## config.mk

```make
export PLATFORM = sky130hd
export DESIGN_NAME = bitmap_text_overlay_pixel_core_flat
export DESIGN_NICKNAME = d
export VERILOG_FILES = /design/src/design/btop_pkg.sv /design/src/design/btop_if.sv /design/src/design/btop_ram.sv /design/src/design/btop_queue.sv /design/src/design/btop_front.sv /design/src/design/btop_back.sv /design/src/design/bitmap_text_overlay_pixel_core.sv /design/src/flat_wrapper.sv
export VERILOG_INCLUDE_DIRS = /design/src /design/src/design
export SDC_FILE = /design/constraint.sdc
export NUM_CORES = 2
export LEC_CHECK = 0
export ABC_CLOCK_PERIOD_IN_PS = 10600
export BUFFER_PORTS_ARGS = -buffer_cell sky130_fd_sc_hd__buf_2
export CORE_ASPECT_RATIO = 0.6
export CORE_MARGIN = 2
export CORE_UTILIZATION = 60
export CTS_CLUSTER_DIAMETER = 40
export CTS_CLUSTER_SIZE = 40
export DETAILED_ROUTE_END_ITERATION = 12
export PLACE_DENSITY_LB_ADDON = 0.25
export SKIP_LAST_GASP = 1
export SLEW_MARGIN = 20
export SYNTH_ARGS = -nofsm -noshare
export SYNTH_HDL_FRONTEND = slang
export SYNTH_SLANG_ARGS = --single-unit
```

## constraint.sdc

```tcl
create_clock -name clk -period 10.6 [get_ports clk]
set_input_delay 0 -clock clk [delete_from_list [all_inputs] [get_ports clk]]
set_output_delay 0 -clock clk [all_outputs]
set_load 0.01 [all_outputs]
```

## src/design/bitmap_text_overlay_pixel_core_assert.svh

```systemverilog
// Assertion macros shared by the text overlay modules.
`ifndef BITMAP_TEXT_OVERLAY_PIXEL_CORE_ASSERT_SVH
`define BITMAP_TEXT_OVERLAY_PIXEL_CORE_ASSERT_SVH

// Property checked on every clock edge outside reset.
`define BTOP_ASSERT(label, prop, msg) \
	label: assert property (@(posedge clk) disable iff (!arst_n) prop) \
		else $error(msg);

// Condition that must never hold outside reset.
`define BTOP_NEVER(label, cond, msg) \
	label: assert property (@(posedge clk) disable iff (!arst_n) !(cond)) \
		else $error(msg);

`endif

```

## src/design/btop_pkg.sv

```systemverilog
// Types, constants and font tables of the text overlay core.
`timescale 1ns / 1ps

package btop_pkg;

	// Request type codes
	localparam logic [1:0] REQ_WRITE  = 2'd0;
	localparam logic [1:0] REQ_LENGTH = 2'd1;
	localparam logic [1:0] REQ_PIXEL  = 2'd2;

	// Reach of the line and column fields
	localparam int MAX_LINES   = 8;
	localparam int MAX_COLUMNS = 32;

	// Panel geometry
	localparam int BORDER     = 2;
	localparam int MARGIN     = 12;
	localparam int DOT        = 3;
	localparam int CELL_W     = 18;
	localparam int CELL_H     = 27;
	localparam int GLYPH_ROWS = 7;
	localparam int GLYPH_COLS = 5;
	localparam int FONT_COUNT = 37;

	// Reciprocals scaled by 2^16, exact for the pixel ranges in use
	localparam int RECIP_CELL_W = 3641;
	localparam int RECIP_CELL_H = 2428;

	// Power of two, so the pointers wrap on their own
	localparam int QUEUE_DEPTH = 4;

	typedef enum logic [1:0] {
		OP_NONE,
		OP_WRITE,
		OP_LENGTH,
		OP_PIXEL
	} op_kind_t;

	typedef struct packed {
		op_kind_t    kind;
		logic [2:0]  line;
		logic [4:0]  column;
		logic [5:0]  value;
		logic [2:0]  dot_row;
		logic [2:0]  dot_col;
		logic        border;
		logic        cand;
	} op_t;

	localparam logic [7:0] FONT_CODE [FONT_COUNT] = '{
		8'h00, 8'h30, 8'h31, 8'h32, 8'h33, 8'h34, 8'h35, 8'h36, 8'h37, 8'h38, 8'h39,
		8'h41, 8'h43, 8'h44, 8'h45, 8'h47, 8'h49, 8'h4B, 8'h4C, 8'h57, 8'h4D, 8'h4E,
		8'h4F, 8'h50, 8'h52, 8'h53, 8'h54, 8'h56, 8'h58, 8'h59, 8'h5A,
		8'h2E, 8'h2D, 8'h2B, 8'h3A, 8'h28, 8'h29
	};

	localparam logic [7:0] FONT_ROWS [FONT_COUNT][GLYPH_ROWS] = '{
		'{8'h00, 8'h00, 8'h00, 8'h00, 8'h00, 8'h00, 8'h00},
		'{8'h70, 8'h88, 8'h98, 8'hA8, 8'hC8, 8'h88, 8'h70},
		'{8'h20, 8'h60, 8'h20, 8'h20, 8'h20, 8'h20, 8'h70},
		'{8'h70, 8'h88, 8'h08, 8'h30, 8'h40, 8'h80, 8'hF8},
		'{8'hF0, 8'h08, 8'h10, 8'h30, 8'h08, 8'h88, 8'h70},
		'{8'h10, 8'h30, 8'h50, 8'h90, 8'hF8, 8'h10, 8'h10},
		'{8'hF8, 8'h80, 8'hF0, 8'h08, 8'h08, 8'h88, 8'h70},
		'{8'h70, 8'h80, 8'h80, 8'hF0, 8'h88, 8'h88, 8'h70},
		'{8'hF8, 8'h08, 8'h10, 8'h20, 8'h40, 8'h40, 8'h40},
		'{8'h70, 8'h88, 8'h88, 8'h70, 8'h88, 8'h88, 8'h70},
		'{8'h70, 8'h88, 8'h88, 8'h78, 8'h08, 8'h08, 8'h70},
		'{8'h70, 8'h88, 8'h88, 8'hF8, 8'h88, 8'h88, 8'h88},
		'{8'h70, 8'h88, 8'h80, 8'h80, 8'h80, 8'h88, 8'h70},
		'{8'hE0, 8'h90, 8'h88, 8'h88, 8'h88, 8'h90, 8'hE0},
		'{8'hF8, 8'h80, 8'h80, 8'hF0, 8'h80, 8'h80, 8'hF8},
		'{8'h70, 8'h88, 8'h80, 8'hB8, 8'h88, 8'h88, 8'h70},
		'{8'h70, 8'h20, 8'h20, 8'h20, 8'h20, 8'h20, 8'h70},
		'{8'h88, 8'h90, 8'hA0, 8'hC0, 8'hA0, 8'h90, 8'h88},
		'{8'h80, 8'h80, 8'h80, 8'h80, 8'h80, 8'h80, 8'hF8},
		'{8'h88, 8'h88, 8'h88, 8'hA8, 8'hA8, 8'hD8, 8'h88},
		'{8'h88, 8'hD8, 8'hA8, 8'hA8, 8'h88, 8'h88, 8'h88},
		'{8'h88, 8'hC8, 8'hA8, 8'h98, 8'h88, 8'h88, 8'h88},
		'{8'h70, 8'h88, 8'h88, 8'h88, 8'h88, 8'h88, 8'h70},
		'{8'hF0, 8'h88, 8'h88, 8'hF0, 8'h80, 8'h80, 8'h80},
		'{8'hF0, 8'h88, 8'h88, 8'hF0, 8'hA0, 8'h90, 8'h88},
		'{8'h70, 8'h88, 8'h80, 8'h70, 8'h08, 8'h88, 8'h70},
		'{8'hF8, 8'h20, 8'h20, 8'h20, 8'h20, 8'h20, 8'h20},
		'{8'h88, 8'h88, 8'h88, 8'h88, 8'h88, 8'h50, 8'h20},
		'{8'h88, 8'h88, 8'h50, 8'h20, 8'h50, 8'h88, 8'h88},
		'{8'h88, 8'h88, 8'h50, 8'h20, 8'h20, 8'h20, 8'h20},
		'{8'hF8, 8'h08, 8'h10, 8'h20, 8'h40, 8'h80, 8'hF8},
		'{8'h00, 8'h00, 8'h00, 8'h00, 8'h00, 8'h60, 8'h60},
		'{8'h00, 8'h00, 8'h00, 8'hF0, 8'h00, 8'h00, 8'h00},
		'{8'h00, 8'h20, 8'h20, 8'hF8, 8'h20, 8'h20, 8'h00},
		'{8'h00, 8'h60, 8'h60, 8'h00, 8'h60, 8'h60, 8'h00},
		'{8'h20, 8'h40, 8'h80, 8'h80, 8'h80, 8'h40, 8'h20},
		'{8'h20, 8'h10, 8'h08, 8'h08, 8'h08, 8'h10, 8'h20}
	};

	// Fold lowercase, then find the glyph; no match gives blank
	function automatic logic [5:0] code_to_index(input logic [7:0] code);
		logic [7:0] folded;
		logic [5:0] idx;
		folded = code;
		idx    = '0;
		if (code >= 8'h61 && code <= 8'h7A) begin
			folded = code - 8'h20;
		end
		for (int i = 1; i < FONT_COUNT; i++) begin
			if (FONT_CODE[i] == folded) begin
				idx = 6'(i);
			end
		end
		return idx;
	endfunction

	// Dot index within a cell offset below 32
	function automatic logic [2:0] div_by_dot(input logic [4:0] v);
		logic [2:0] q;
		q = '0;
		for (int i = 1; i <= 7; i++) begin
			if (int'(v) >= DOT * i) begin
				q = q + 3'd1;
			end
		end
		return q;
	endfunction

	function automatic logic font_bit(input logic [5:0] glyph, input logic [2:0] row,
			input logic [2:0] col);
		logic [7:0] bits;
		bits = '0;
		if (int'(glyph) < FONT_COUNT && int'(row) < GLYPH_ROWS) begin
			bits = FONT_ROWS[glyph][row];
		end
		return bits[3'd7 - col];
	endfunction

endpackage

```

## src/design/btop_if.sv

```systemverilog
// Request and result channel interfaces of the text overlay core.
`timescale 1ns / 1ps

interface btop_req_if;
	logic       valid;
	logic       ready;
	logic [1:0] req_type;
	logic [2:0] text_line;
	logic [4:0] text_column;
	logic [7:0] char_code;
	logic [5:0] line_length;
	logic [8:0] pixel_x;
	logic [7:0] pixel_y;

	modport source (
		output valid, req_type, text_line, text_column, char_code, line_length,
			pixel_x, pixel_y,
		input  ready
	);
	modport sink (
		input  valid, req_type, text_line, text_column, char_code, line_length,
			pixel_x, pixel_y,
		output ready
	);
endinterface

interface btop_res_if;
	logic valid;
	logic ready;
	logic pixel_lit;

	modport source (output valid, pixel_lit, input ready);
	modport sink (input valid, pixel_lit, output ready);
endinterface

```

## src/design/btop_ram.sv

```systemverilog
// Generic single-port-write, registered-read RAM.
`timescale 1ns / 1ps

module btop_ram #(
	parameter int WIDTH = 6,
	parameter int DEPTH = 256,
	localparam int AW = (DEPTH > 1) ? $clog2(DEPTH) : 1
) (
	input  logic             clk,
	input  logic             we,
	input  logic [AW-1:0]    waddr,
	input  logic [WIDTH-1:0] wdata,
	input  logic             re,
	input  logic [AW-1:0]    raddr,
	output logic [WIDTH-1:0] rdata
);

	logic [WIDTH-1:0] mem [DEPTH];

	always_ff @(posedge clk) begin
		if (we) begin
			mem[waddr] <= wdata;
		end
		if (re) begin
			rdata <= mem[raddr];
		end
	end

endmodule

```

## src/design/btop_queue.sv

```systemverilog
// Short operation queue between the classifying front and the executing back.
`timescale 1ns / 1ps
`include "bitmap_text_overlay_pixel_core_assert.svh"

module btop_queue (
	input  logic          clk,
	input  logic          arst_n,
	input  logic          push,
	input  btop_pkg::op_t push_op,
	output logic          full,
	output logic          q_valid,
	output btop_pkg::op_t q_op,
	input  logic          pop
);
	import btop_pkg::*;

	localparam int PW = $clog2(QUEUE_DEPTH);
	localparam int CW = $clog2(QUEUE_DEPTH + 1);

	op_t            entry_q [QUEUE_DEPTH];
	logic [PW-1:0]  wr_ptr_q;
	logic [PW-1:0]  rd_ptr_q;
	logic [CW-1:0]  count_q;

	assign full    = (count_q == CW'(QUEUE_DEPTH));
	assign q_valid = (count_q != '0);
	assign q_op    = entry_q[rd_ptr_q];

	always_ff @(posedge clk or negedge arst_n) begin
		if (!arst_n) begin
			wr_ptr_q <= '0;
			rd_ptr_q <= '0;
			count_q  <= '0;
		end else begin
			if (push) begin
				wr_ptr_q <= wr_ptr_q + PW'(1);
			end
			if (pop) begin
				rd_ptr_q <= rd_ptr_q + PW'(1);
			end
			unique case ({push, pop})
				2'b10:   count_q <= count_q + CW'(1);
				2'b01:   count_q <= count_q - CW'(1);
				default: count_q <= count_q;
			endcase
		end
	end

	always_ff @(posedge clk) begin
		if (push) begin
			entry_q[wr_ptr_q] <= push_op;
		end
	end

	`BTOP_NEVER(a_queue_overflow, push && !pop && full, "queue pushed while full")
	`BTOP_NEVER(a_queue_underflow, pop && !q_valid, "queue popped while empty")

endmodule

```

## src/design/btop_front.sv

```systemverilog
// Front end: accepts requests, maps pixels onto text cells, classifies operations.
`timescale 1ns / 1ps
`include "bitmap_text_overlay_pixel_core_assert.svh"

module btop_front #(
	parameter int PANEL_WIDTH  = 512,
	parameter int PANEL_HEIGHT = 256,
	parameter int TEXT_COLUMNS = 32,
	parameter int EFF_LINES    = 8,
	parameter int EFF_COLS     = 32
) (
	input  logic          clk,
	input  logic          arst_n,
	btop_req_if.sink      req,
	output logic          push,
	output btop_pkg::op_t push_op,
	input  logic          full
);
	import btop_pkg::*;

	// Lines whose glyph fits above the bottom margin; columns left of the right one
	localparam int LINE_DRAWN = (PANEL_HEIGHT - 2 * MARGIN - GLYPH_ROWS * DOT) / CELL_H + 1;
	localparam int COL_DRAWN  = (PANEL_WIDTH - 2 * MARGIN - CELL_W) / CELL_W + 1;

	op_kind_t    kind_a;
	logic [5:0]  value_a;
	logic        border_a;
	logic        inner_a;
	logic [8:0]  dx_a;
	logic [7:0]  dy_a;
	logic [20:0] k_prod;
	logic [19:0] li_prod;

	logic        s1_valid;
	op_kind_t    s1_kind;
	logic [2:0]  s1_line;
	logic [4:0]  s1_column;
	logic [5:0]  s1_value;
	logic        s1_border;
	logic        s1_inner;
	logic [8:0]  s1_dx;
	logic [7:0]  s1_dy;
	logic [3:0]  s1_li;
	logic [4:0]  s1_k;

	logic [8:0]  ry_full;
	logic [9:0]  rx_full;
	logic [4:0]  ry;
	logic [4:0]  rx;
	logic        cand;

	always_comb begin
		kind_a  = OP_NONE;
		value_a = '0;
		unique case (req.req_type)
			REQ_WRITE: begin
				if (int'(req.text_line) < EFF_LINES && int'(req.text_column) < EFF_COLS) begin
					kind_a = OP_WRITE;
				end
				value_a = code_to_index(req.char_code);
			end
			REQ_LENGTH: begin
				if (int'(req.text_line) < EFF_LINES) begin
					kind_a = OP_LENGTH;
				end
				value_a = (int'(req.line_length) > TEXT_COLUMNS) ? 6'(TEXT_COLUMNS)
					: req.line_length;
			end
			REQ_PIXEL: kind_a = OP_PIXEL;
			default:   kind_a = OP_NONE;
		endcase
	end

	assign border_a = int'(req.pixel_x) < BORDER || int'(req.pixel_x) >= PANEL_WIDTH - BORDER ||
		int'(req.pixel_y) < BORDER || int'(req.pixel_y) >= PANEL_HEIGHT - BORDER;
	assign inner_a  = req.pixel_x >= 9'(MARGIN) && req.pixel_y >= 8'(MARGIN);
	assign dx_a     = req.pixel_x - 9'(MARGIN);
	assign dy_a     = req.pixel_y - 8'(MARGIN);
	assign k_prod   = 21'(dx_a) * 21'(RECIP_CELL_W);
	assign li_prod  = 20'(dy_a) * 20'(RECIP_CELL_H);

	assign req.ready = !s1_valid || !full;

	always_ff @(posedge clk or negedge arst_n) begin
		if (!arst_n) begin
			s1_valid <= 1'b0;
			s1_kind  <= OP_NONE;
		end else if (req.ready) begin
			// drop requests that change nothing and give no result
			s1_valid <= req.valid && kind_a != OP_NONE;
			s1_kind  <= kind_a;
		end
	end

	always_ff @(posedge clk) begin
		if (req.valid && req.ready) begin
			s1_line   <= req.text_line;
			s1_column <= req.text_column;
			s1_value  <= value_a;
			s1_border <= border_a;
			s1_inner  <= inner_a;
			s1_dx     <= dx_a;
			s1_dy     <= dy_a;
			s1_li     <= li_prod[19:16];
			s1_k      <= k_prod[20:16];
		end
	end

	// Offsets inside the character cell
	assign ry_full = 9'(s1_dy) - 9'(s1_li) * 9'(CELL_H);
	assign rx_full = 10'(s1_dx) - 10'(s1_k) * 10'(CELL_W);
	assign ry      = ry_full[4:0];
	assign rx      = rx_full[4:0];

	assign cand = s1_inner && int'(ry) < GLYPH_ROWS * DOT && int'(rx) < GLYPH_COLS * DOT &&
		int'(s1_li) < EFF_LINES && int'(s1_li) < LINE_DRAWN &&
		int'(s1_k) < COL_DRAWN && int'(s1_k) < EFF_COLS;

	always_comb begin
		push_op.kind    = s1_kind;
		push_op.line    = s1_line;
		push_op.column  = s1_column;
		push_op.value   = s1_value;
		push_op.dot_row = div_by_dot(ry);
		push_op.dot_col = div_by_dot(rx);
		push_op.border  = s1_border;
		push_op.cand    = cand;
		if (s1_kind == OP_PIXEL) begin
			push_op.line   = s1_li[2:0];
			push_op.column = s1_k;
		end
	end

	assign push = s1_valid && !full;

	`BTOP_ASSERT(a_pixel_enters_stage, req.valid && req.ready && req.req_type == REQ_PIXEL |=> s1_valid && s1_kind == OP_PIXEL, "pixel request lost in front stage")

endmodule

```

## src/design/btop_back.sv

```systemverilog
// Back end: updates the text store and line lengths, looks up glyph dots.
`timescale 1ns / 1ps
`include "bitmap_text_overlay_pixel_core_assert.svh"

module btop_back #(
	parameter int EFF_LINES = 8,
	parameter int EFF_COLS  = 32
) (
	input  logic          clk,
	input  logic          arst_n,
	input  logic          q_valid,
	input  btop_pkg::op_t q_op,
	output logic          pop,
	btop_res_if.source    res
);
	import btop_pkg::*;

	localparam int DEPTH = EFF_LINES * EFF_COLS;
	localparam int AW    = (DEPTH > 1) ? $clog2(DEPTH) : 1;
	localparam int LW    = (EFF_LINES > 1) ? $clog2(EFF_LINES) : 1;

	logic             adv;
	logic             do_write;
	logic             do_length;
	logic             do_pixel;
	logic [AW-1:0]    addr;
	logic [LW-1:0]    line_idx;
	logic             len_hit;
	logic [5:0]       ram_rdata;
	logic [5:0]       glyph;
	logic             lit;

	logic [DEPTH-1:0] cell_valid_q;
	logic [5:0]       len_q [EFF_LINES];

	logic             s1_valid;
	logic             s1_border;
	logic             s1_hit;
	logic             s1_cell_valid;
	logic [2:0]       s1_row;
	logic [2:0]       s1_col;

	logic             res_valid_q;
	logic             res_lit_q;

	// Hold the whole back end while a result waits
	assign adv       = !res_valid_q || res.ready;
	assign pop       = adv && q_valid;
	assign do_write  = pop && q_op.kind == OP_WRITE;
	assign do_length = pop && q_op.kind == OP_LENGTH;
	assign do_pixel  = pop && q_op.kind == OP_PIXEL;

	assign addr     = AW'(int'(q_op.line) * EFF_COLS + int'(q_op.column));
	assign line_idx = q_op.line[LW-1:0];
	assign len_hit  = q_op.cand && 6'(q_op.column) < len_q[line_idx];

	btop_ram #(
		.WIDTH (6),
		.DEPTH (DEPTH)
	) u_glyph_ram (
		.clk   (clk),
		.we    (do_write),
		.waddr (addr),
		.wdata (q_op.value),
		.re    (do_pixel),
		.raddr (addr),
		.rdata (ram_rdata)
	);

	always_ff @(posedge clk or negedge arst_n) begin
		if (!arst_n) begin
			cell_valid_q <= '0;
			for (int i = 0; i < EFF_LINES; i++) begin
				len_q[i] <= '0;
			end
		end else begin
			if (do_write) begin
				cell_valid_q[addr] <= 1'b1;
			end
			if (do_length) begin
				len_q[line_idx] <= q_op.value;
			end
		end
	end

	always_ff @(posedge clk or negedge arst_n) begin
		if (!arst_n) begin
			s1_valid    <= 1'b0;
			res_valid_q <= 1'b0;
		end else if (adv) begin
			s1_valid    <= do_pixel;
			res_valid_q <= s1_valid;
		end
	end

	always_ff @(posedge clk) begin
		if (do_pixel) begin
			s1_border     <= q_op.border;
			s1_hit        <= len_hit;
			s1_cell_valid <= q_op.cand && cell_valid_q[addr];
			s1_row        <= q_op.dot_row;
			s1_col        <= q_op.dot_col;
		end
		if (adv) begin
			res_lit_q <= lit;
		end
	end

	// Never-written cells read as blank
	assign glyph = s1_cell_valid ? ram_rdata : '0;
	assign lit   = s1_border || (s1_hit && font_bit(glyph, s1_row, s1_col));

	assign res.valid     = res_valid_q;
	assign res.pixel_lit = res_lit_q;

	`BTOP_ASSERT(a_write_marks_cell, do_write |=> cell_valid_q[$past(addr)], "written cell not marked valid")
	`BTOP_ASSERT(a_result_from_read, res.valid && !$past(res.valid) |-> $past(s1_valid), "result without a pixel read")
	`BTOP_ASSERT(a_border_lit, $past(adv && s1_valid && s1_border) |-> res.pixel_lit, "border pixel not lit")

endmodule

```

## src/design/bitmap_text_overlay_pixel_core.sv

```systemverilog
// Top level of the bitmap text overlay pixel core.
`timescale 1ns / 1ps

// Text overlay character generator.
// The req channel carries three request types: write a character into a line and
// column cell (lowercase folds to uppercase, codes without a glyph store blank),
// set how many characters of a line are drawn, and read one panel pixel. Only a
// pixel read returns an item on the res channel: pixel_lit, 1 white, 0 black.
// Pixels within 2 of a panel edge are lit; inside a 12 pixel margin the panel is
// cut into 18x27 cells that show a 5x7 glyph of 3x3 dots.
// A request passes a front register, a four entry queue and a back stage that reads
// the text store RAM and registers the pixel result. One request enters per clock
// while req.ready is high, so a display scan streams one pixel per cycle; a single
// glyph store read port sets that figure.
// Requests complete in order: a read after a write to the same cell sees the write.
// Reset clears the text store to blank through per-cell valid bits and zeroes all
// line lengths at once; requests are taken from the first cycle after reset.
// When res is stalled the result holds and the back end waits; the queue and the
// front register go on taking requests until they fill, then req.ready drops.
module bitmap_text_overlay_pixel_core #(
	parameter int PANEL_WIDTH  = 512,
	parameter int PANEL_HEIGHT = 256,
	parameter int TEXT_LINES   = 8,
	parameter int TEXT_COLUMNS = 32
) (
	input  logic       clk,
	input  logic       arst_n,
	btop_req_if.sink   req,
	btop_res_if.source res
);
	import btop_pkg::*;

	// Cells reachable through the line and column fields
	localparam int EFF_LINES = (TEXT_LINES < MAX_LINES) ? TEXT_LINES : MAX_LINES;
	localparam int EFF_COLS  = (TEXT_COLUMNS < MAX_COLUMNS) ? TEXT_COLUMNS : MAX_COLUMNS;

	logic push;
	op_t  push_op;
	logic full;
	logic q_valid;
	op_t  q_op;
	logic pop;

	btop_front #(
		.PANEL_WIDTH  (PANEL_WIDTH),
		.PANEL_HEIGHT (PANEL_HEIGHT),
		.TEXT_COLUMNS (TEXT_COLUMNS),
		.EFF_LINES    (EFF_LINES),
		.EFF_COLS     (EFF_COLS)
	) u_front (
		.clk     (clk),
		.arst_n  (arst_n),
		.req     (req),
		.push    (push),
		.push_op (push_op),
		.full    (full)
	);

	btop_queue u_queue (
		.clk     (clk),
		.arst_n  (arst_n),
		.push    (push),
		.push_op (push_op),
		.full    (full),
		.q_valid (q_valid),
		.q_op    (q_op),
		.pop     (pop)
	);

	btop_back #(
		.EFF_LINES (EFF_LINES),
		.EFF_COLS  (EFF_COLS)
	) u_back (
		.clk     (clk),
		.arst_n  (arst_n),
		.q_valid (q_valid),
		.q_op    (q_op),
		.pop     (pop),
		.res     (res)
	);

endmodule
```

## src/flat_wrapper.sv

```systemverilog
// flat-port wrapper written by rule: the top's interface ports become plain ports
module bitmap_text_overlay_pixel_core_flat import btop_pkg::*;
#(
	parameter int PANEL_WIDTH  = 512,
	parameter int PANEL_HEIGHT = 256,
	parameter int TEXT_LINES   = 8,
	parameter int TEXT_COLUMNS = 32
)
  (clk, arst_n, req_valid, req_req_type, req_text_line, req_text_column, req_char_code, req_line_length, req_pixel_x, req_pixel_y, req_ready, res_valid, res_pixel_lit, res_ready);
  btop_req_if req_i ();
  btop_res_if res_i ();
  input  logic clk;
  input  logic arst_n;
  input wire logic [$bits(req_i.valid)-1:0] req_valid;
  input wire logic [$bits(req_i.req_type)-1:0] req_req_type;
  input wire logic [$bits(req_i.text_line)-1:0] req_text_line;
  input wire logic [$bits(req_i.text_column)-1:0] req_text_column;
  input wire logic [$bits(req_i.char_code)-1:0] req_char_code;
  input wire logic [$bits(req_i.line_length)-1:0] req_line_length;
  input wire logic [$bits(req_i.pixel_x)-1:0] req_pixel_x;
  input wire logic [$bits(req_i.pixel_y)-1:0] req_pixel_y;
  output wire logic [$bits(req_i.ready)-1:0] req_ready;
  output wire logic [$bits(res_i.valid)-1:0] res_valid;
  output wire logic [$bits(res_i.pixel_lit)-1:0] res_pixel_lit;
  input wire logic [$bits(res_i.ready)-1:0] res_ready;
  assign req_i.valid = req_valid;
  assign req_i.req_type = req_req_type;
  assign req_i.text_line = req_text_line;
  assign req_i.text_column = req_text_column;
  assign req_i.char_code = req_char_code;
  assign req_i.line_length = req_line_length;
  assign req_i.pixel_x = req_pixel_x;
  assign req_i.pixel_y = req_pixel_y;
  assign req_ready = req_i.ready;
  assign res_valid = res_i.valid;
  assign res_pixel_lit = res_i.pixel_lit;
  assign res_i.ready = res_ready;
  bitmap_text_overlay_pixel_core #(.PANEL_WIDTH(PANEL_WIDTH), .PANEL_HEIGHT(PANEL_HEIGHT), .TEXT_LINES(TEXT_LINES), .TEXT_COLUMNS(TEXT_COLUMNS)) u_core (.clk(clk), .arst_n(arst_n), .req(req_i), .res(res_i));
endmodule
```

---- Word-level counts from Yosys, hierarchy flattened ----
Memories as Yosys holds them, arrays and structs flattened. A register that Yosys moved wholly into a read port is not among the register bits.
Index checks and enable logic that the tools add are counted.
operators by class
  eq/ne operators ......................... 45
  div/mod/pow operators ................... 0
  add/sub/neg operators ................... 23
  bitwise logic cells ..................... 4
  muxes and demuxes ....................... 80
  reduce and logical (&&, ||, !) cells .... 33
  shift operators ......................... 0
  multiply operators ...................... 4
  $lt $le $gt $ge ......................... 37
operators by type and width
  operator                 number
  $or A256 B256 Y256       1
  $mux W6                  40
  $eq A7 B8 Y1 const A     20
  $eq A6 B8 Y1 const A     16
  $mux W56                 2
  $bwmux W48               1
  $mux W8                  6
  $add A3 B1 Y3 const B    13
  $mux W3                  12
  $ge A5 B4 Y1 const B     6
  $bmux W8 S3              1
  $mul A9 B12 Y21 const B  1
  $ge A5 B5 Y1 const B     4
  $logic_and A1 B1 Y1      20
  $bmux W6 S3              1
  $demux W6 S3             1
  $mul A8 B10 Y18 const B  1
  $pmux W6 S2              1
  $eq A2 B2 Y1 const B     5
  $ge A5 B2 Y1 const B     2
  $ge A5 B3 Y1 const B     2
  $lt A5 B5 Y1 const B     2
  $mux W1                  10
  $sub A5 B5 Y5            2
  43 further kinds         56
storage, ports and cells
  logic and storage cells ................. 260
  memory bits (writable) .................. 1632
  memories ................................ 3
  bits in registers ....................... 361
  output and inout port bits .............. 3
  bits in read-only memories .............. 3584
  bits in latches ......................... 0
memory list
  memory                         depth  bits a word  rd ports  clocked after Yosys merged registers in  write ports  line              RTL
  (name not given)               64     56           1         0                                        0            btop_pkg.sv:131   bits = FONT_ROWS[glyph][row];
  u_core.u_back.u_glyph_ram.mem  256    6            1         1                                        1            btop_ram.sv:18    logic [WIDTH-1:0] mem [DEPTH];
  u_core.u_queue.entry_q         4      24           1         0                                        1            btop_queue.sv:20  op_t entry_q [QUEUE_DEPTH];

---- Depth between registers and ports, before layout ----
  word-level depth ........................ 42
  gate-level depth with buffers ........... 26
  mapped depth without buffers ............ 26

---- By module ----
From an unflattened synthesis, not the netlist that was laid out.
unflattened totals
  cell total of the unflattened synthesis .. 5090
  area, all modules ....................... 86126.4 um^2
modules (own cells, without submodules)
  module      cells each  instances  sequential area each (um^2)  area each (um^2)
  btop_ram    2964        1          46304.4                      60133.9
  btop_back   1268        1          7957.6                       15549.9
  btop_front  699         1          1126.1                       6542.5
  btop_queue  159         1          3057.9                       3900.0

---- Worst setup path after synthesis ----
OpenSTA, ideal clock, no wires.
  path type ............................... register -> register
  start ................................... register u_core.u_front.s1_li[0]
  end ..................................... memory u_core.u_queue.entry_q[0][6] (netlist name) (data pin)
  library setup time ...................... 0.266 ns
  required time ........................... 10.334 ns
  path buffers ............................ 0
  cell stages (with the launch flop) ...... 21
  clock period less this slack ............ 5.983 ns
  arrival ................................. 5.717 ns
  path slack .............................. 4.617 ns
  cell sequence ........................... edfxtp_1 -> ha_1 -> inv_1 -> fa_1 -> fa_1 -> a21o_1 -> a21oi_1 -> xor2_1 -> nand2_1 -> nor3_1 -> ha_1 -> xor2_1 -> ha_1 -> mux2_2 -> ha_1 -> mux2_2 -> mux2_2 -> ha_1 -> mux2_2 -> ha_1 -> mux2_2
RTL lines
  element                 line               RTL
  from (decl)             btop_front.sv:43   logic [3:0] s1_li;
  from (signal assigned)  btop_front.sv:104  s1_li <= li_prod[19:16];
  to (decl)               btop_queue.sv:20

==> impl_metrics.env <==
export IMPL_crit_top_cell="ha_1"
export IMPL_start_util_pct=60.6
export IMPL_ys_warn_count=0
export IMPL_grt_pass1_wl_microns=352000
export IMPL_clock_sinks=1999
export IMPL_htreeDepth=4
export IMPL_dieWidth_microns=494
export IMPL_fin_tns_setup_ns=0
export IMPL_layout_worst_path_cycle_share_pct=61.0
export IMPL_maxCapViolCount=0
export IMPL_die_area_sq_um=147000
export IMPL_netlist_instances=6560
export IMPL_reg2regPathDepth=22
export IMPL_die_h_microns=298
export IMPL_worst_path_buf_inv=1
export IMPL_min_path_cells=4
export IMPL_slew_viol_final=0
export IMPL_syn_area_sq_um=86300
export IMPL_synthToLayoutAreaGrowth_pct=8.59
export IMPL_drcViolationCount=0
export IMPL_cts_tree="yes"
export IMPL_skew_ns=0.0281
export IMPL_seq_area_frac_synth_pct=67.8
export IMPL_cp_max_fo=7
export IMPL_ys_ff_latch=1999
export IMPL_clockBufferDepth=3
export IMPL_cts_buffers=139
export IMPL_dr_pass1_iters=8
export IMPL_syn_avg_cell_area_sq_um=13.1
export IMPL_path_cells="ha_1 -> inv_1 -> fa_1 -> fa_1 -> a21o_1 -> a21oi_1 -> xor2_1 -> nand2_1 -> nor3_1 -> ha_1 -> xor2_1 -> ha_1 -> mux2_2 -> ha_1 -> mux2_2 -> mux2_2 -> ha_1 -> mux2_2 -> ha_1 -> nand2_1 -> xnor2_1 -> xnor2_1"
export IMPL_synth_fp_nets=6794
export IMPL_path_clk_slew_ns=0.08
export IMPL_path_delay_family="adder cells"
export IMPL_finalHoldViolations=0
export IMPL_worstPathArrival_ns=7.04
export IMPL_clk_insertion_delay_late_ns=0.80
export IMPL_worst_setup_path_type="reg -> reg"
export IMPL_required_ns=11.18
export IMPL_cts_setup_buffers=0
export IMPL_finalSetupViolCount=0
export IMPL_grt_pass1_vias=52300
export IMPL_max_slew_worst_pin_slew_ns=1.21
export IMPL_ys_types=79
export IMPL_ant_nets=0
export IMPL_grtUsageTotal_pct=32.4
export IMPL_avgViaCountPerCell=6.58
export IMPL_async_flop_share_pct=15.8
export IMPL_top_level_ports=48
export IMPL_finalNetCount=6745
export IMPL_wl_per_cell_microns=28.1
export IMPL_antenna_found_initial=8
export IMPL_status="finished, final reports clean"
export IMPL_hold_class="in -> reg"
export IMPL_synth_edf_count=1683
export IMPL_portBuffers=47
export IMPL_finalWeightedCongestion=0.961
export IMPL_slew_headroom_pct=19.4
export IMPL_dp_hpwl_microns=146000
export IMPL_layout_min_cycle_time_ns=6.46
export IMPL_root_buffer="clkbuf_16"
export IMPL_drtIter0Drc=8926
export IMPL_vias=56200
export IMPL_coreArea_sq_um=142000
export IMPL_rsz0062_at_grt="no"
export IMPL_cpPeakStageDelay_ns=0.51
export IMPL_start_kind="flip-flop"
export IMPL_grt_overflow=0
export IMPL_synthFlopType="edfxtp_1"
export IMPL_cp_slowest_cell="edfxtp_1"
export IMPL_end_kind="flip-flop"
export IMPL_wl_microns=240000
export IMPL_grt_max_degree=149
export IMPL_cp_depth=22
export IMPL_max_freq_ghz=0.155
export IMPL_drive_above_1_share_pct=13.2
export IMPL_fp_row_count=107
## cell type report
cell class,count,area (sq um)
fill,10100,48600
tap,1907,2390
inverter,135,514
timing repair buffer,215,1780
sequential,1999,58400
clock inverter,103,1320
multi-input combinational,4021,25600
clock buffer,154,3610
antenna,3,7.51
## cells in the mapped netlist, types with 24 or more instances
cell	number	area [sq um]
buf_1	45	169
nor2_1	369	1390
and2_1	32	200
mux2_2	94	1060
o22ai_1	31	194
a31oi_1	69	432
edfxtp_1	1683	50500
nand2_1	1354	5080
a311oi_1	204	1790
buf_2	170	851
o21ai_0	82	410
nor3_1	41	205
ha_1	141	1760
and3_1	131	820
mux2i_1	72	721
a211oi_1	72	541
nor4_1	41	257
a21oi_1	118	591
clkbuf_1	176	661
nand3_1	358	1790
nand4_1	26	163
or2_2	238	1490
dfrtp_1	316	7910
inv_1	131	492
or2_1	25	156
xnor2_1	34	298
and2_0	43	269
mux4_2	116	2610
fa_1	48	961
a22oi_1	24	180
xor2_1	31	272
## through the flow
| stage | setup slack, ns | cell area (sq um) | hold WS [ns] | utilization, % | instances |
|---|---|---|---|---|---|
| 6_report | 4.14 | 93700 | 0.0526 | 65.8 | 8537 |
| 3_5_place_dp | 4.14 | 88100 | -0.00565 | 61.9 | 8222 |
| 3_3_place_gp | 4.20 | 88100 | -0.00457 | 61.9 | 8222 |
| 2_1_floorplan | 4.62 | 86300 | -0.296 | - | 6560 |
| 4_1_cts | 4.14 | 93600 | 0.00201 | 65.8 | 8532 |
| 5_1_grt | 3.72 | 93700 | 0.0668 | 65.8 | 8534 |
## layer usage
layer  global-route usage (%)  wire (microns)  up-vias
met5                        0              85        -
met4                     9.63            7200        8
met3                     11.2           36200      461
met2                     43.4           99100     3852
met1                     49.9           96900    27900
li1                         -               -    24000
## final timing paths
path                                                             from                                     endpoint  slack, ns
min reg2reg                u_core.u_back.cell_valid_q[89]$_DFFE_PN0P_   u_core.u_back.cell_valid_q[89]$_DFFE_PN0P_       0.46
min                                                    req_pixel_y[7]            u_core.u_front.s1_li[3]$_DFFE_PP_       0.05
max                                 u_core.u_front.s1_li[0]$_DFFE_PP_       u_core.u_queue.entry_q[2][7]$_DFFE_PP_       4.14
max in group asynchronous                                      arst_n       u_core.u_queue.rd_ptr_q[0]$_DFFE_PN0P_       8.62
min in group asynchronous                                      arst_n  u_core.u_back.cell_valid_q[175]$_DFFE_PN0P_       0.37
max reg2reg                         u_core.u_front.s1_li[0]$_DFFE_PP_       u_core.u_queue.entry_q[2][7]$_DFFE_PP_       4.14
## registers in the layout, indices dropped and copies added (netlist names), 6 cells and up
name,cells
u_core.u_back.len_q,48
u_core.u_back.u_glyph_ram.rdata,6
u_core.u_queue.entry_q,96
u_core.u_front.s1_value,6
u_core.u_back.cell_valid_q,256
u_core.u_back.u_glyph_ram.mem,1536
## worst min-delay path, cell delays in order
cell and delay, ns:
buf_2 0.12, xnor2_1 0.33, ha_1 0.20, o21bai_1 0.09
## cell families (layout without fill, tap and decap cells)
kind of cell             Yosys count  count (layout)  share of synthesized area (%)
flip-flops                      1999            1999                           67.8
XOR/XNOR                          65              65                          0.660
other                              0               3                              0
multiplexers                     290             290                           5.20
AND/OR/NAND/NOR                 2714            2714                           14.1
adder cells (fa/ha/maj)          190             190                           3.17
AO/OA/AOI/OAI                    762             762                           6.38
buffers and inverters            540             607                           2.69
## timing repair
item                                   CTS  global route
setup endpoints to repair                0             0
hold buffers                            53             0
endpoints found under the hold margin  264             0
resized for setup                        0             0
## cell usage in the layout, fill, tap and decap left out, types with 131 or more instances in the layout
cell type	n
nand3_1	358
and3_1	131
a311oi_1	203
ha_1	141
dfrtp_1	315
or2_2	238
nand2_1	1352
nor2_1	364
inv_1	131
clkbuf_16	141
edfxtp_1	1683
Power is left out: the tool's default activity adds up to more than one toggle a clock period on the data nets, which glitch-free logic cannot reach.
